<file path="config.mk">
export PLATFORM = sky130hd
export DESIGN_NAME = mcsr_core
export DESIGN_NICKNAME = d
export VERILOG_FILES = /design/src/design/mcsr_pkg.sv /design/src/design/mcsr_core.sv
export SDC_FILE = /design/constraint.sdc
export NUM_CORES = 1
export LEC_CHECK = 0
export BUFFER_PORTS_ARGS = -buffer_cell sky130_fd_sc_hd__buf_2
export CORE_MARGIN = 1.5
export CORE_UTILIZATION = 52
export CTS_CLUSTER_SIZE = 40
export DETAILED_ROUTE_END_ITERATION = 7
export HOLD_SLACK_MARGIN = 0.08
export PLACE_DENSITY = 0.77
export SLEW_MARGIN = 25
export SYNTH_ARGS = -nofsm -noshare
export SYNTH_HDL_FRONTEND = slang
export SYNTH_SLANG_ARGS = --single-unit
</file>
<file path="constraint.sdc">
create_clock -name clock -period 4.1 [get_ports clock]
set_clock_uncertainty 0.15 [all_clocks]
set_input_delay 0.41 -clock clock [delete_from_list [all_inputs] [get_ports clock]]
set_output_delay 0.41 -clock clock [all_outputs]
set_load 0.01 [all_outputs]
</file>
<file path="src/design/mcsr_pkg.sv">
package mcsr_pkg;

   localparam int DEF_SECTOR_BYTES        = 128;
   localparam int DEF_SECTOR_ADDRESS_BITS = 10;

   localparam logic [7:0] FLAG_RESET = 8'h08;

   // host command bytes
   localparam logic [7:0] CMD_PRESENCE = 8'h81;
   localparam logic [7:0] CMD_READ     = 8'h52;
   localparam logic [7:0] CMD_WRITE    = 8'h57;

   // card reply bytes
   localparam logic [7:0] RPL_PRESENCE = 8'hFF;
   localparam logic [7:0] RPL_ID1      = 8'h5A;
   localparam logic [7:0] RPL_ID2      = 8'h5D;
   localparam logic [7:0] RPL_ACK1     = 8'h5C;
   localparam logic [7:0] RPL_ACK2     = 8'h5D;
   localparam logic [7:0] RPL_END      = 8'h47;

   typedef struct packed {
      logic       ack;
      logic [7:0] reply_byte;
   } rsp_type;

endpackage

</file>
<file path="src/design/mcsr_core.sv">
module mcsr_core
   import mcsr_pkg::*;
#(
   parameter int SECTOR_BYTES        = DEF_SECTOR_BYTES,
   parameter int SECTOR_ADDRESS_BITS = DEF_SECTOR_ADDRESS_BITS,
   localparam int OFF_W  = $clog2(SECTOR_BYTES),
   localparam int ADDR_W = SECTOR_ADDRESS_BITS + OFF_W
) (
   input  logic              clock,
   input  logic              reset,
   input  logic              csr_wr_en,
   input  logic [7:0]        csr_wr_data,
   input  logic              step,
   input  logic              op,
   input  logic [7:0]        data_in,
   output rsp_type           rsp,
   input  logic [7:0]        mem_rd_data,
   output logic              mem_wr_en,
   output logic [ADDR_W-1:0] mem_wr_addr,
   output logic [7:0]        mem_wr_data,
   output logic [ADDR_W-1:0] mem_rd_addr
);

   localparam logic [4:0] PH_IDLE    = 5'd0;
   localparam logic [4:0] PH_RD_ID1  = 5'd1;
   localparam logic [4:0] PH_RD_ID2  = 5'd2;
   localparam logic [4:0] PH_RD_AMSB = 5'd3;
   localparam logic [4:0] PH_RD_ALSB = 5'd4;
   localparam logic [4:0] PH_RD_ACK1 = 5'd5;
   localparam logic [4:0] PH_RD_ACK2 = 5'd6;
   localparam logic [4:0] PH_RD_EMSB = 5'd7;
   localparam logic [4:0] PH_RD_ELSB = 5'd8;
   localparam logic [4:0] PH_RD_DATA = 5'd9;
   localparam logic [4:0] PH_RD_CHK  = 5'd10;
   localparam logic [4:0] PH_RD_END  = 5'd11;
   localparam logic [4:0] PH_WR_ID1  = 5'd12;
   localparam logic [4:0] PH_WR_ID2  = 5'd13;
   localparam logic [4:0] PH_WR_AMSB = 5'd14;
   localparam logic [4:0] PH_WR_ALSB = 5'd15;
   localparam logic [4:0] PH_WR_DATA = 5'd16;
   localparam logic [4:0] PH_WR_CHK  = 5'd17;
   localparam logic [4:0] PH_WR_ACK1 = 5'd18;
   localparam logic [4:0] PH_WR_ACK2 = 5'd19;
   localparam logic [4:0] PH_WR_END  = 5'd20;

   logic [7:0]                     flag_ff;
   logic [4:0]                     phase_ff;
   logic [4:0]                     phase_in;
   logic [SECTOR_ADDRESS_BITS-1:0] sector_ff;
   logic [SECTOR_ADDRESS_BITS-1:0] sector_in;
   logic [OFF_W-1:0]               offset_ff;
   logic [OFF_W-1:0]               offset_in;
   logic [7:0]                     chk_ff;
   logic [7:0]                     chk_in;
   logic [7:0]                     prev_ff;
   logic [7:0]                     prev_in;

   logic [15:0]       sector16;
   logic [15:0]       sector_tmp;
   logic [7:0]        sum_byte;
   logic [7:0]        chk_add;
   logic              offset_last;
   logic [ADDR_W-1:0] cur_index;
   logic [ADDR_W-1:0] next_index;

   assign sector16    = 16'(sector_ff);
   assign offset_last = offset_ff == OFF_W'(SECTOR_BYTES - 1);
   assign sum_byte    = (phase_ff == PH_RD_DATA) ? mem_rd_data : data_in;
   // first data byte folds in both address bytes
   assign chk_add     = (offset_ff == '0) ? (sector16[15:8] ^ sector16[7:0] ^ sum_byte)
                                          : (chk_ff ^ sum_byte);

   assign cur_index  = ADDR_W'(sector_ff) * ADDR_W'(SECTOR_BYTES) + ADDR_W'(offset_ff);
   assign next_index = ADDR_W'(sector_in) * ADDR_W'(SECTOR_BYTES) + ADDR_W'(offset_in);

   always_comb begin
      phase_in       = phase_ff;
      sector_in      = sector_ff;
      offset_in      = offset_ff;
      chk_in         = chk_ff;
      prev_in        = prev_ff;
      sector_tmp     = sector16;
      rsp.reply_byte = 8'h00;
      rsp.ack        = 1'b1;
      mem_wr_en      = 1'b0;
      if (step) begin
         if (op) begin
            phase_in  = PH_IDLE;
            sector_in = '0;
            offset_in = '0;
            chk_in    = 8'h00;
            prev_in   = 8'h00;
         end else begin
            prev_in = data_in;
            case (phase_ff)
               PH_IDLE: begin
                  if (data_in == CMD_PRESENCE) begin
                     rsp.reply_byte = RPL_PRESENCE;
                  end else if (data_in == CMD_READ) begin
                     rsp.reply_byte = flag_ff;
                     phase_in       = PH_RD_ID1;
                  end else if (data_in == CMD_WRITE) begin
                     rsp.reply_byte = flag_ff;
                     phase_in       = PH_WR_ID1;
                  end else begin
                     rsp.reply_byte = flag_ff;
                     rsp.ack        = 1'b0;
                  end
               end
               PH_RD_ID1: begin
                  rsp.reply_byte = RPL_ID1;
                  phase_in       = PH_RD_ID2;
               end
               PH_RD_ID2: begin
                  rsp.reply_byte = RPL_ID2;
                  phase_in       = PH_RD_AMSB;
               end
               PH_WR_ID1: begin
                  rsp.reply_byte = RPL_ID1;
                  phase_in       = PH_WR_ID2;
               end
               PH_WR_ID2: begin
                  rsp.reply_byte = RPL_ID2;
                  phase_in       = PH_WR_AMSB;
               end
               PH_RD_AMSB, PH_WR_AMSB: begin
                  rsp.reply_byte = 8'h00;
                  sector_tmp     = {data_in, sector16[7:0]};
                  sector_in      = sector_tmp[SECTOR_ADDRESS_BITS-1:0];
                  phase_in       = (phase_ff == PH_RD_AMSB) ? PH_RD_ALSB : PH_WR_ALSB;
               end
               PH_RD_ALSB, PH_WR_ALSB: begin
                  rsp.reply_byte = prev_ff;
                  sector_tmp     = {sector16[15:8], data_in};
                  sector_in      = sector_tmp[SECTOR_ADDRESS_BITS-1:0];
                  offset_in      = '0;
                  phase_in       = (phase_ff == PH_RD_ALSB) ? PH_RD_ACK1 : PH_WR_DATA;
               end
               PH_RD_ACK1: begin
                  rsp.reply_byte = RPL_ACK1;
                  phase_in       = PH_RD_ACK2;
               end
               PH_RD_ACK2: begin
                  rsp.reply_byte = RPL_ACK2;
                  phase_in       = PH_RD_EMSB;
               end
               PH_RD_EMSB: begin
                  rsp.reply_byte = sector16[15:8];
                  phase_in       = PH_RD_ELSB;
               end
               PH_RD_ELSB: begin
                  rsp.reply_byte = sector16[7:0];
                  phase_in       = PH_RD_DATA;
               end
               PH_RD_DATA: begin
                  rsp.reply_byte = mem_rd_data;
                  chk_in         = chk_add;
                  offset_in      = offset_last ? '0 : offset_ff + 1'b1;
                  if (offset_last) begin
                     phase_in = PH_RD_CHK;
                  end
               end
               PH_RD_CHK: begin
                  rsp.reply_byte = chk_ff;
                  phase_in       = PH_RD_END;
               end
               PH_RD_END, PH_WR_END: begin
                  rsp.reply_byte = RPL_END;
                  rsp.ack        = 1'b0;
                  phase_in       = PH_IDLE;
               end
               PH_WR_DATA: begin
                  rsp.reply_byte = prev_ff;
                  chk_in         = chk_add;
                  mem_wr_en      = 1'b1;
                  offset_in      = offset_last ? '0 : offset_ff + 1'b1;
                  if (offset_last) begin
                     phase_in = PH_WR_CHK;
                  end
               end
               PH_WR_CHK: begin
                  rsp.reply_byte = chk_ff;
                  phase_in       = PH_WR_ACK1;
               end
               PH_WR_ACK1: begin
                  rsp.reply_byte = RPL_ACK1;
                  phase_in       = PH_WR_ACK2;
               end
               PH_WR_ACK2: begin
                  rsp.reply_byte = RPL_ACK2;
                  phase_in       = PH_WR_END;
               end
               default: begin
                  phase_in       = PH_IDLE;
                  sector_in      = '0;
                  offset_in      = '0;
                  chk_in         = 8'h00;
                  rsp.reply_byte = flag_ff;
                  rsp.ack        = 1'b0;
               end
            endcase
         end
      end
   end

   // read ahead at the address the next transaction will use
   assign mem_rd_addr = step ? next_index : cur_index;
   assign mem_wr_addr = cur_index;
   assign mem_wr_data = data_in;

   always_ff @(posedge clock) begin
      if (reset) begin
         flag_ff   <= FLAG_RESET;
         phase_ff  <= PH_IDLE;
         sector_ff <= '0;
         offset_ff <= '0;
         chk_ff    <= 8'h00;
         prev_ff   <= 8'h00;
      end else begin
         if (csr_wr_en) begin
            flag_ff <= csr_wr_data;
         end
         phase_ff  <= phase_in;
         sector_ff <= sector_in;
         offset_ff <= offset_in;
         chk_ff    <= chk_in;
         prev_ff   <= prev_in;
      end
   end

endmodule

</file>
Word-level counts from Yosys, hierarchy flattened. Index checks and enable logic that the tools add are counted.

Register bits after elaboration: 46. Input bits: 29. Output and inout bits: 52. Word-level logic and storage cells: 91.

Add/subtract/negate cells: 3. Equal/unequal tests: 29. Multiplexer cells: 33. Bitwise gates (word level): 3. Reduce and logical (&&, ||, !) cells: 17.

Operator list (count): $pmux W8 S11 (1); $pmux W5 S17 (1); $eq A5 B4 Y1 const B (8); $mux W8 (5); $mux W5 (7); $add A17 B7 Y17 (2); $reduce_or A17 Y1 (2); $pmux W10 S3 (1); $eq A5 B5 Y1 const B (5); $mux W7 (3); $eq A5 B3 Y1 const B (4); $mux W10 (2); $reduce_or A19 Y1 (1); $mux W9 (2); $reduce_or A18 Y1 (1); $mux W17 (1); $eq A8 B7 Y1 const B (2); $pmux W8 S2 (1); $xor A8 B8 Y8 (2); $pmux W7 S2 (1); $reduce_or A2 Y1 (7); $eq A5 B2 Y1 const B (2); $ne A3 B3 Y1 const B (3); $eq A8 B8 Y1 const B (1); 15 further kinds (20).

Longest topological paths before layout. Gate-level depths: netlist (run 1).

Depth in word-level cells: 7. Gate-level depth with buffers: 8. Mapped depth without buffers: 6.

Worst setup path before layout (run 1). OpenSTA, ideal clock, no wires.

Path kind: reg2out. Start: register phase_ff[4]. End: output port mem_rd_addr[1]. Data arrival time: 1.844 ns. Data required time: 3.540 ns. Path slack: 1.696 ns. Cell stages (with the launch flop): 8. Path buffers: 2. Cells stage by stage: dfxtp_1 > buf_4 > buf_2 > nor2b_1 > a211o_1 > a21boi_2 > nand2_1 > o311ai_0.

Longest elaborated chain between the ends: 7. Elaborated cells between the ends (all ways): 26. Those cells by class: add/sub: 1; eq/ne: 18; mux: 4; reduce/logical: 3.

RTL lines: from (decl) (line mcsr_core.sv:47) `logic [4:0] phase_ff;`; from (signal assigned) (line mcsr_core.sv:223) `phase_ff <= phase_in;`; $eq A5 B2 Y1, or another cell as far along (line mcsr_core.sv:95) `case (phase_ff)`; $reduce_or A17 Y1 (no source line) or $reduce_or A2 Y1 (tied branches); $pmux W7 S2 (*) (line mcsr_core.sv:95); $mux W7 (*) (line mcsr_core.sv:87) `if (op) begin`; $mux W7 (*) (line mcsr_core.sv:86) `if (step) begin`; $add A17 B7 Y17 (*) (line mcsr_core.sv:74) `assign next_index = ADDR_W'(sector_in) * ADDR_W'(SECTOR_BYTES) + ADDR_W'(offset_in);`; $mux W17 (*) (line mcsr_core.sv:207) `assign mem_rd_addr = step ? next_index : cur_index;`; to (decl) (line mcsr_core.sv:21) `output logic [ADDR_W-1:0] mem_rd_addr`.

Mark *: on every way between the ends. The rest lies on a longest branch, timed or not.

Worst setup path after layout (run 1).
Start: register phase_ff[3]. End: output port mem_rd_addr[1].

The elaborated chain is that of the path after synthesis.

==> results.sh, run 1 <==
export IMPL_status="complete, no violations"
export IMPL_grt_pass1_vias=3713
export IMPL_hold_start="csr_wr_data[3]"
export IMPL_holdWs_ns=0.160
export IMPL_holdPathEnd="flag_ff[3]$_SDFFE_PP1P_"
export IMPL_placed_area_um2=3930
export IMPL_cts_max_level=2
export IMPL_relSlewSlack_pct=40.4
export IMPL_via_per_inst=6.70
export IMPL_design_area_um2=4040
export IMPL_root_buffer="clkbuf_8"
export IMPL_ys_flop_type="dfxtp_1"
export IMPL_ys_seq_elements=46
export IMPL_ant_nets=0
export IMPL_cts_setup_buffers=0
export IMPL_required_ns=3.54
export IMPL_r2r_end="chk_ff[7]$_SDFFE_PP0P_"
export IMPL_cts_sinks=46
export IMPL_area_delta_synth_final_pct=12.8
export IMPL_ios=81
export IMPL_cts_tree="built"
export IMPL_rrSetupSlack_ns=1.37
export IMPL_crit_fanout=25
export IMPL_grt_overflow_total=0
export IMPL_syn_avg_cell_area_um2=7.57
export IMPL_async_flop_share_pct=0
export IMPL_hold_violations=0
export IMPL_fin_cells=608
export IMPL_synth_cell_type_count=74
export IMPL_design_core_area_um2=6720
export IMPL_grt_use_total_pct=34.1
export IMPL_synth_edff_count=0
export IMPL_crit_reg2reg_launch="phase_ff[4]$_SDFFE_PP0P_"
export IMPL_routedWlPerCell_um=20.6
export IMPL_drtIter0Drc=540
export IMPL_p_leak_nw=1.64
export IMPL_finalWirelength_um=12500
export IMPL_dp_cells=600
export IMPL_hold_path_class="in -> reg"
export IMPL_diodes=0
export IMPL_drt_first_pass_iters=8
export IMPL_dieHeight_um=86.0
export IMPL_critPathCaptureType="output port"
export IMPL_tns_ns=0
export IMPL_min_period_over_period_pct=86.3
export IMPL_start_util_pct=53.3
export IMPL_yosysWarnings=0
export IMPL_start_kind="flip-flop"
export IMPL_grt_pass1_wl_um=19700
export IMPL_worstRegToRegCells=5
export IMPL_vias=4074
export IMPL_clock_latency_ns=0.31
export IMPL_yosysSeqAreaShare_pct=25.7
export IMPL_hold_depth=2
export IMPL_period_minus_slack_ns=3.54
export IMPL_fin_nets=558
export IMPL_synth_nets=504
export IMPL_dieArea_um2=7390
export IMPL_port_buffer_count=80
export IMPL_cap_violations=0
export IMPL_cts_buffers=5
export IMPL_final_cell_mix="buf_2 (80), dfxtp_1 (45), nor2_1 (41)"
export IMPL_max_freq_ghz=0.283
export IMPL_rsz0062_at_grt="no"
export IMPL_p_per_area_nw_per_um2=233
export IMPL_arrival_ns=2.98
export IMPL_synthCells=473
export IMPL_clock_path_buffers=2
export IMPL_netlist_area_um2=3580
export IMPL_dpl_hpwl_um=8880
export IMPL_cts_resized=0
export IMPL_finalSetupViolCount=0
export IMPL_antenna_found_initial=0
export IMPL_clk_pin_slew_worst_paths_ns=0.10
export IMPL_layout_drive_gt1_share_pct=20.8
export IMPL_grt_max_degree=42
export IMPL_row_count=30
export IMPL_gp_congestion=1.10
export IMPL_drv_slew=0
export IMPL_cts_hold_buf=0
export IMPL_crit_type="reg -> out"
export IMPL_worst_slew_pin_slew_ns=0.894
export IMPL_die_w_um=86.0
export IMPL_vdd_ir_drop_max_uv=139
export IMPL_drc=0
export IMPL_final_common_cell="buf_2"
-- critical path, stage by stage, from the launching register on --
cell      delay, ns
dfxtp_1        0.85
clkinv_1       0.49
a211o_1        0.39
a21boi_2       0.37
nand2_1        0.09
o311ai_0       0.29
buf_2          0.19
-- how the worst max path moves through the flow --
stage	start	to	slack, ns
final	phase_ff[3]$_SDFFE_PP0P_	mem_rd_addr[1]	0.56
after global routing	phase_ff[3]$_SDFFE_PP0P_	mem_rd_addr[3]	0.36
after CTS	phase_ff[3]$_SDFFE_PP0P_	mem_rd_addr[1]	0.65
after detailed placement	phase_ff[3]$_SDFFE_PP0P_	mem_rd_addr[1]	1.01
after global placement	phase_ff[0]$_SDFFE_PP0P_	mem_rd_addr[3]	1.05
after floorplan	phase_ff[4]$_SDFFE_PP0P_	mem_rd_addr[1]	1.70
-- cells in the mapped netlist, types with 8 or more instances --
cell type	instances	area share [%]
nor3_1	11	1.5
a211o_1	9	2.2
a21oi_1	28	3.9
dfxtp_1	46	26
clkbuf_1	14	1.5
o21ai_0	36	5.0
mux2i_1	9	2.5
buf_4	10	2.1
nand4_1	9	1.6
nor2_1	41	4.3
nor2b_1	19	3.3
nand2_1	39	4.1
a22oi_1	13	2.7
a21boi_0	9	1.9
inv_1	8	0.84
nand3_1	15	2.1
a22o_1	11	2.7
buf_2	9	1.3
and2_1	10	1.7
-- logic make-up (layout without fill, tap and decap cells) --
logic type / after synthesis / in the layout / share of synthesized area [%]
AND/OR/NAND/NOR: 186 / 186 / 27.5
AO/OA/AOI/OAI: 170 / 170 / 34.3
XOR/XNOR: 11 / 11 / 2.69
flip-flops: 46 / 46 / 25.7
adder cells (fa/ha/maj): 2 / 2 / 0.699
buffers and inverters: 49 / 104 / 6.54
multiplexers: 9 / 9 / 2.52
-- metal layers --
| metal | wire [um] | vias up | track usage [%] |
|---|---|---|---|
| li1 | - | 1878 | - |
| met1 | 5330 | 1879 | 47.5 |
| met2 | 5570 | 276 | 51.8 |
| met3 | 1130 | 41 | 5.87 |
| met4 | 481 | 0 | 14.8 |
| met5 | 0 | - | 0 |
-- per-stage QoR --
step	power (W)	setup WS, ns	utilization (%)
after floorplan	0.000543	1.70	-
after global placement	0.000584	1.05	58.4
after detailed placement	0.000587	1.01	58.4
after CTS	0.000940	0.652	60.1
after global routing	0.000968	0.362	60.1
final	0.000939	0.561	60.1
-- power breakdown --
group / internal, W / switching [W]
registers: 0.000455 / 0.00000740
logic: 0.0000436 / 0.0000731
clock network: 0.000182 / 0.000178
-- cell type report --
class                   instances  area (um2)
well taps                      80         100
clock buffers                   6        72.6
clock inverters                 2        37.5
multi-input cells             378        2420
repair buffers                 85         438
flip-flops and latches         46         922
fillers                       629        2680
inverters                      11        41.3
-- state kept, by name, indices dropped and copies added (netlist names) --
register	count
flag_ff	8
chk_ff	8
prev_ff	8
offset_ff	7
phase_ff	5
sector_ff	10
Power figures use the tool's default switching activity.
==> run 2, diff against run 1 <==
- CTS_BUF_LIST: default -> sky130_fd_sc_hd__clkbuf_16
==> run 2 against run 1 <==
Compared with the run above: non-clock buffer count unchanged; first-iteration DRC count down 4.8%; via count rose by 1.3%; setup slack better by 0.045 ns; global-route usage is 0.44 points higher; utilization rose by 0.84 points; register-to-register slack lost 0.03 ns; die area did not move; clock-buffer cell count fell by 1; critical path type unchanged; clock power up 33%; total power increased by 13%.
==> results.sh, run 2 (synthesis results as in run 1) <==
export IMPL_relSlewSlack_pct=40.1
export IMPL_final_common_cell="buf_2"
export IMPL_grt_pass1_vias=3757
export IMPL_rsz0062_at_grt="no"
export IMPL_row_count=30
export IMPL_hold_path_class="in -> reg"
export IMPL_dpl_hpwl_um=8880
export IMPL_clock_latency_ns=0.29
export IMPL_final_cell_mix="buf_2 (80), dfxtp_1 (45), nor2_1 (41)"
export IMPL_drv_slew=0
export IMPL_cts_resized=0
export IMPL_cts_setup_buffers=0
export IMPL_worstRegToRegCells=5
export IMPL_cts_max_level=2
export IMPL_cts_hold_buf=0
export IMPL_top_register="sector_ff"
export IMPL_cts_buffers=5
export IMPL_dieHeight_um=86.0
export IMPL_critPathBufInv=2
export IMPL_holdWs_ns=0.184
export IMPL_finalWirelength_um=12700
export IMPL_hold_depth=2
export IMPL_hold_violations=0
export IMPL_ant_nets=0
export IMPL_start_kind="flip-flop"
export IMPL_fin_nets=558
export IMPL_critPathMaxStageDelay_ns=0.82
export IMPL_cts_tree="built"
export IMPL_ios=81
export IMPL_port_buffer_count=80
export IMPL_p_per_area_nw_per_um2=259
export IMPL_min_period_over_period_pct=85.2
export IMPL_start_util_pct=53.3
export IMPL_layout_drive_gt1_share_pct=20.8
export IMPL_vias=4127
export IMPL_drt_first_pass_iters=6
export IMPL_tns_ns=0
export IMPL_cap_violations=0
export IMPL_grt_pass1_wl_um=20000
export IMPL_crit_fanout=25
export IMPL_clk_pin_slew_worst_paths_ns=0.07
export IMPL_required_ns=3.54
export IMPL_crit_chain="clkinv_1, a211o_1, a21boi_2, nand2_1, o311ai_0, buf_2"
export IMPL_p_leak_nw=1.67
export IMPL_worst_slew_pin_slew_ns=0.898
export IMPL_die_w_um=86.0
export IMPL_crit_type="reg -> out"
export IMPL_cts_sinks=46
export IMPL_root_buffer="clkbuf_16"
export IMPL_routedWlPerCell_um=20.9
export IMPL_design_core_area_um2=6720
export IMPL_diodes=0
export IMPL_cp_depth=6
export IMPL_arrival_ns=2.93
export IMPL_finalSetupViolCount=0
export IMPL_grt_use_total_pct=34.6
export IMPL_largest_reg_flops=10
export IMPL_grt_overflow_total=0
export IMPL_max_freq_ghz=0.286
export IMPL_antenna_found_initial=0
export IMPL_critPathSlowestCell="dfxtp_1"
export IMPL_drc=0
export IMPL_grt_max_degree=42
export IMPL_critPathCaptureType="output port"
export IMPL_gp_congestion=1.10
export IMPL_vdd_ir_drop_max_uv=173
export IMPL_cpLargestDelayFamily="compound AO/OA/AOI/OAI gates"
export IMPL_period_minus_slack_ns=3.49
export IMPL_area_delta_synth_final_pct=14.3
export IMPL_clock_path_buffers=2
export IMPL_via_per_inst=6.79
export IMPL_dieArea_um2=7390
export IMPL_nFillCells=618
export IMPL_drtIter0Drc=514
export IMPL_status="complete, no violations"
-- run 2: routing by layer --
metal	up-vias	GRT usage (%)	wire length [um]
li1	1882	-	-
met1	1926	48.6	5420
met2	272	53.3	5720
met3	47	4.43	1100
met4	0	14.4	457
met5	-	0	0
-- run 2: final cells by class --
cell class,instances,area [um2],share of cell area (%)
clock buffer,5,125,3.06
multi-input combinational,378,2420,59.2
tap,80,100,2.45
timing repair buffer,85,438,10.7
clock inverter,3,41.3,1.01
sequential,46,922,22.5
inverter,11,41.3,1.01
-- run 2: where the power goes --
group          switching [W]  internal (W)  total [W]
Clock               0.000192      0.000286   0.000479
Combinational      0.0000741     0.0000436   0.000118
Sequential        0.00000734      0.000455   0.000463
-- run 2: path summary, 6_finish.rpt --
path,start,endpoint,slack (ns)
max,phase_ff[3]$_SDFFE_PP0P_,mem_rd_addr[1],0.61
min,csr_wr_data[3],flag_ff[3]$_SDFFE_PP1P_,0.18
max reg2reg,phase_ff[4]$_SDFFE_PP0P_,chk_ff[2]$_SDFFE_PP0P_,1.34
min reg2reg,prev_ff[5]$_SDFFE_PP0P_,prev_ff[5]$_SDFFE_PP0P_,0.35
-- run 2: per-stage QoR --
step / power, W / setup WS, ns / utilization (%) / std cells / instance area, um2
after floorplan: 0.000543 / 1.70 / - / 473 / 3580
after global placement: 0.000584 / 1.05 / 58.4 / 600 / 3930
after detailed placement: 0.000587 / 1.01 / 58.4 / 600 / 3930
after CTS: 0.00106 / 0.692 / 60.9 / 608 / 4090
after global routing: 0.00109 / 0.407 / 60.9 / 608 / 4090
final: 0.00106 / 0.605 / 60.9 / 608 / 4090
